--- config.mk ---
export PLATFORM = sky130hd
export DESIGN_NAME = pbs_cfg
export DESIGN_NICKNAME = d
export VERILOG_FILES = /design/src/design/pbs_pkg.sv /design/src/design/pbs_cfg.sv
export SDC_FILE = /design/constraint.sdc
export NUM_CORES = 1
export LEC_CHECK = 0
export ABC_AREA = 1
export BUFFER_PORTS_ARGS = -buffer_cell sky130_fd_sc_hd__buf_2
export CORE_MARGIN = 2
export CORE_UTILIZATION = 27
export DETAILED_ROUTE_END_ITERATION = 6
export PLACE_DENSITY = 0.79
export SETUP_SLACK_MARGIN = 0.15
export SLEW_MARGIN = 10
export SYNTH_ARGS = -nofsm -noshare
export SYNTH_HDL_FRONTEND = slang
export SYNTH_SLANG_ARGS = --single-unit
--- constraint.sdc ---
create_clock -name aclk -period 0.8 [get_ports aclk]
set_input_delay 0.04 -clock aclk [delete_from_list [all_inputs] [get_ports aclk]]
set_output_delay 0.04 -clock aclk [all_outputs]
set_load 0.005 [all_outputs]
--- src/design/pbs_pkg.sv ---
package pbs_pkg;

    localparam int DEFAULT_STORE_BYTES = 1024;

    localparam int CURSOR_W = 13;
    localparam int COUNT_W  = 14;
    localparam int POS_W    = 16;
    localparam int TOTAL_W  = 16;
    localparam int APB_ADDR_W = 2;
    localparam int APB_DATA_W = 32;

    localparam int CURSOR_MAX = 8191;
    localparam logic [COUNT_W-1:0] COUNT_MAX = 14'd16383;
    localparam logic [TOTAL_W-1:0] TOTAL_MAX = 16'hffff;

    localparam logic [3:0] FIELD_WIDTH_RESET = 4'd3;
    localparam logic [APB_ADDR_W-1:0] REG_FIELD_WIDTH = 2'd0;

    typedef enum logic [1:0] {
        CMD_APPEND     = 2'd0,
        CMD_READ_INDEX = 2'd1,
        CMD_READ_NEXT  = 2'd2,
        CMD_SET_CURSOR = 2'd3
    } pbs_cmd_t;

    typedef enum logic [2:0] {
        ST_CLEAR = 3'b001,
        ST_IDLE  = 3'b010,
        ST_EXEC  = 3'b100
    } pbs_state_t;

    function automatic logic [3:0] pbs_eff_width(input logic [3:0] w);
        logic [3:0] r;
        if (w == 4'd0) begin
            r = 4'd1;
        end else if (w > 4'd8) begin
            r = 4'd8;
        end else begin
            r = w;
        end
        return r;
    endfunction

    function automatic logic [7:0] pbs_mask(input logic [3:0] w);
        logic [3:0] n;
        n = 4'd8 - w;
        return 8'hff >> n;
    endfunction

    function automatic logic [4:0] pbs_shift(input logic [2:0] off, input logic [3:0] w);
        return 5'd16 - {1'b0, w} - {2'b00, off};
    endfunction

    function automatic logic [7:0] pbs_extract(
        input logic [7:0] hi,
        input logic [7:0] lo,
        input logic [2:0] off,
        input logic [3:0] w
    );
        logic [15:0] win;
        win = {hi, lo} >> pbs_shift(off, w);
        return win[7:0] & pbs_mask(w);
    endfunction

    function automatic logic [15:0] pbs_insert(
        input logic [7:0] hi,
        input logic [2:0] off,
        input logic [3:0] w,
        input logic [7:0] val
    );
        logic [7:0]  keep;
        logic [15:0] field;
        keep  = hi & ~(8'hff >> off);
        field = {8'h00, val & pbs_mask(w)} << pbs_shift(off, w);
        return {keep, 8'h00} | field;
    endfunction

endpackage

--- src/design/pbs_cfg.sv ---
module pbs_cfg
    import pbs_pkg::*;
(
    input  logic                  aclk,
    input  logic                  aresetn,
    input  logic                  psel,
    input  logic                  penable,
    input  logic                  pwrite,
    input  logic [APB_ADDR_W-1:0] paddr,
    input  logic [APB_DATA_W-1:0] pwdata,
    output logic [APB_DATA_W-1:0] prdata,
    output logic                  pready,
    output logic [3:0]            field_width
);

    logic [3:0] field_width_reg;
    logic       wr_hit;

    assign pready = 1'b1;
    assign wr_hit = psel && penable && pwrite && (paddr == REG_FIELD_WIDTH);

    always_ff @(posedge aclk) begin
        if (!aresetn) begin
            field_width_reg <= FIELD_WIDTH_RESET;
        end else if (wr_hit) begin
            field_width_reg <= pwdata[3:0];
        end
    end

    always_comb begin
        prdata = '0;
        if (paddr == REG_FIELD_WIDTH) begin
            prdata = {28'h0, field_width_reg};
        end
    end

    assign field_width = field_width_reg;

endmodule

Word-level counts from Yosys, hierarchy flattened --
Cells that the tools add are included.
Operators by class: muxes and demuxes 1, reductions and logical operators 4
Operators by type and width (count):
- two-way mux 4 bit | 1
- logical AND 1 bit | 3
- zero test 2 bit | 1
Word-level totals: output and inout bits 37, flip-flop bits (word level) 4, word-level logic and storage cells 6, input port bits 39

Longest topological paths before layout --
depth in word-level cells 3, mapped depth 5, mapped depth without buffers 5

Worst setup path before layout --
No wires, ideal clock.
kind reg-to-reg, start register, netlist name field_width[2], end register field_width_reg[2] (netlist: field_width[2]), buffers on the path 0, data required time 687 ps, clock period less this slack 555 ps, path slack 245 ps, setup time 113 ps, arrival time 442 ps, cell stages (with the launch flop) 3, cell sequence dfxtp_1 -> nor2_1 -> nor2_1
RTL lines:
- to (signal assigned) | RTL line pbs_cfg.sv:26 | field_width_reg <= pwdata[3:0];
- to (decl) | RTL line pbs_cfg.sv:16 | logic [3:0] field_width_reg;

Final worst setup path --
start register field_width_reg[1] (netlist: field_width[1]), end output prdata[1]
Between the ends: word-level cells in the longest chain between the ends 1
RTL lines:
- two-way mux 4 bit | RTL line pbs_cfg.sv:32 | if (paddr == REG_FIELD_WIDTH) begin
- to (decl) | RTL line pbs_cfg.sv:11 | output logic [APB_DATA_W-1:0] prdata,
Every way passes these cells.

==> results.txt <==
Final period util: 103%
Initial antenna violation count: 0
Leakage power figure: 0.310 nW
Signal arrival time at the worst endpoint: 780 ps
Utilization after layout: 31.3%
Leftover overflow at the end of global routing: 0
Worst flop-to-flop path endpoint: field_width[1]
Min Tclk post-route: 820 ps
Clk sink count: 4
Status: complete, but fails checks
Fraction of final layout cells sized beyond drive strength 1: 36.4%
Worst VDD drop: 0.000469 V
Number of nets at the end of the flow: 129
Final wirelength: 748 µm
Clock Pin Slew Worst Setup and Hold Paths: 40 ps
Worst Reg2Reg Path Length in Cells: 2
Wirelength per Cell: 7.19 µm
Clock buffer depth: 2
Via density per instance: 3.57
Final worst setup slack: -20.1 ps
Latest clock arrival within the worst-skew pair: 230 ps
Count of hold buffers inserted by post-cts repair: 0
Floorplan row count: 14
Antenna-violating nets left: 0
Number of clock buffers inserted by TritonCTS: 3
Largest net degree at the start of global routing: 6
Clock root cell: sky130_fd_sc_hd__clkbuf_4
Fin Hold WS: 23.2 ps
Overall routing resource usage: 7.27%
CTS tree: yes
Power per cell area: 1170 mW/mm²
Upper clock frequency limit: 1.22 GHz
Detailed Place HPWL: 682 µm
Element type at the critical path end: output port
Post-synthesis sequential area ratio: 17.7%
Final Hold Violating Endpoints: 0
Yosys reg bits: 4
First-pass iteration count of the detailed router: 4
Number of DRC violations after detailed-routing iteration 0: 2
Crit path required time: 760 ps
Effective utilization at floorplan: 29.3%
Setup Crit Path Kind: reg2out
Failing checks: setup timing
Number of diodes: 0
Area overhead of the layout relative to synthesis: 6.65%
CP endpoint: prdata[1]
CP Max Fanout: 3
Routability Congestion: 0.620
Via count of the first global-routing pass: 299
Class of the tightest hold or removal check: in2reg
Core area: 0.00154 mm²
Final count of pins violating max slew: 0
Top Ports: 76
Max-cap violation count: 0
Crit. Startpoint: field_width[1]
Unrepaired setup endpoints after global routing: yes
Count of unresolved DRC violations after routing: 0
Largest register FFs: 4
Full die area: 0.00202 mm²
Buffers on Ports: 18
Die width: 44.9 µm
Distinct cell type count of the synthesized netlist: 11
Crit Reg-Reg Startpoint: field_width[1]
Worst Clk Skew: 0 ps
CP startpoint kind: flop
Gate count of the mapped netlist: 69
Via count of the routed design: 371
Global-route wire length before repair: 1060 µm
Clock H-tree levels: 1
Warnings from Yosys: 0
Die outline height: 44.9 µm
Mean post-synth cell area: 6.55 µm²
Setup slack, reg-to-reg: 210 ps
Summed instance area of the synthesized netlist: 452 µm²
Final setup vio count: 4
==> worst max-delay path, stage by stage, from the launching register on <==
cell and delay, ps:
sky130_fd_sc_hd__dfxtp_4 350, sky130_fd_sc_hd__inv_2 30, sky130_fd_sc_hd__nor2_1 60, sky130_fd_sc_hd__buf_2 110
==> through the flow <==
stage,setup slack [ps],cell area (µm²),TNS [ps],power [mW],cells
after floorplan,245,553,0,0.377,96
after global placement,162,445,0,0.315,101
after detailed placement,123,445,0,0.319,101
after CTS,-31.3,473,-104,0.576,104
after global routing,-61.3,482,-219,0.613,104
final,-20.1,482,-62.9,0.564,104
==> worst min-delay path by stage <==
stage	start	end	slack [ps]	cells past startpoint
6_report	pwdata[0]	field_width[0]	20	3
3_5_place_dp	pwdata[0]	field_width[0]	260	3
3_3_place_gp	pwdata[1]	field_width[1]	260	3
4_1_cts	pwdata[0]	field_width[0]	20	3
2_1_floorplan	aresetn	field_width[0]	120	1
5_1_grt	pwdata[0]	field_width[0]	40	3
==> repair_timing <==
item / CTS / global route
setup buffers: 0 / 0
endpoints found under the setup margin: 8 / 8
resized for setup: 4 / 5
cloned: 0 / 0
pin swaps: 4 / 0
==> cells by family after synthesis <==
| family | count (synthesis) | synth area share [%] |
|---|---|---|
| buffers and inverters | 38 | 55.7 |
| flip-flops | 4 | 17.7 |
| other | 2 | 1.66 |
| AND/OR/NAND/NOR | 25 | 24.9 |
==> report_power, final <==
part,internal (mW),total (mW),switching [mW]
logic,0.0383,0.110,0.0722
registers,0.203,0.207,0.00403
clock network,0.168,0.246,0.0785
total,0.409,0.564,0.155
==> synthesized netlist by cell type <==
| master | instances | area, µm² |
|---|---|---|
| sky130_fd_sc_hd__nor2_1 | 9 | 33.8 |
| sky130_fd_sc_hd__nor2_2 | 1 | 6.26 |
| sky130_fd_sc_hd__conb_1 | 2 | 7.51 |
| sky130_fd_sc_hd__inv_1 | 8 | 30.0 |
| sky130_fd_sc_hd__buf_4 | 29 | 218 |
| sky130_fd_sc_hd__dfxtp_1 | 4 | 80.1 |
| sky130_fd_sc_hd__nand3_1 | 5 | 25.0 |
| sky130_fd_sc_hd__inv_2 | 1 | 3.75 |
| sky130_fd_sc_hd__nand2_2 | 1 | 6.26 |
| sky130_fd_sc_hd__nand2_1 | 8 | 30.0 |
| sky130_fd_sc_hd__nor2_4 | 1 | 11.3 |
==> cell usage in the layout (no fill, tap or decap) <==
master	netlist	layout
sky130_fd_sc_hd__nand3_1	5	5
sky130_fd_sc_hd__inv_2	1	4
sky130_fd_sc_hd__inv_1	8	5
sky130_fd_sc_hd__clkbuf_4	0	3
sky130_fd_sc_hd__nand2_1	8	8
sky130_fd_sc_hd__dfxtp_4	0	1
sky130_fd_sc_hd__dfxtp_2	0	3
sky130_fd_sc_hd__nand2_2	1	1
sky130_fd_sc_hd__nor2_2	1	1
sky130_fd_sc_hd__nor2_1	9	9
sky130_fd_sc_hd__buf_6	0	1
sky130_fd_sc_hd__conb_1	2	29
sky130_fd_sc_hd__buf_2	0	17
sky130_fd_sc_hd__nor2_4	1	1
==> metal layers <==
metal  track usage (%)  wire length (µm)
met1              6.08               263
met3              4.40               114
met2              15.1               371
met5                 0                 0
met4                 0                 0
==> area by class of cell <==
type,count,area (µm²)
Tap cell,16,20.0
Timing Repair Buffer,18,96.3
Fill cell,170,1060
Sequential cell,4,87.6
Multi-Input combinational cell,54,221
Clock buffer,3,22.5
Inverter,9,33.8
Note: power is estimated with default switching activity, not from simulation.
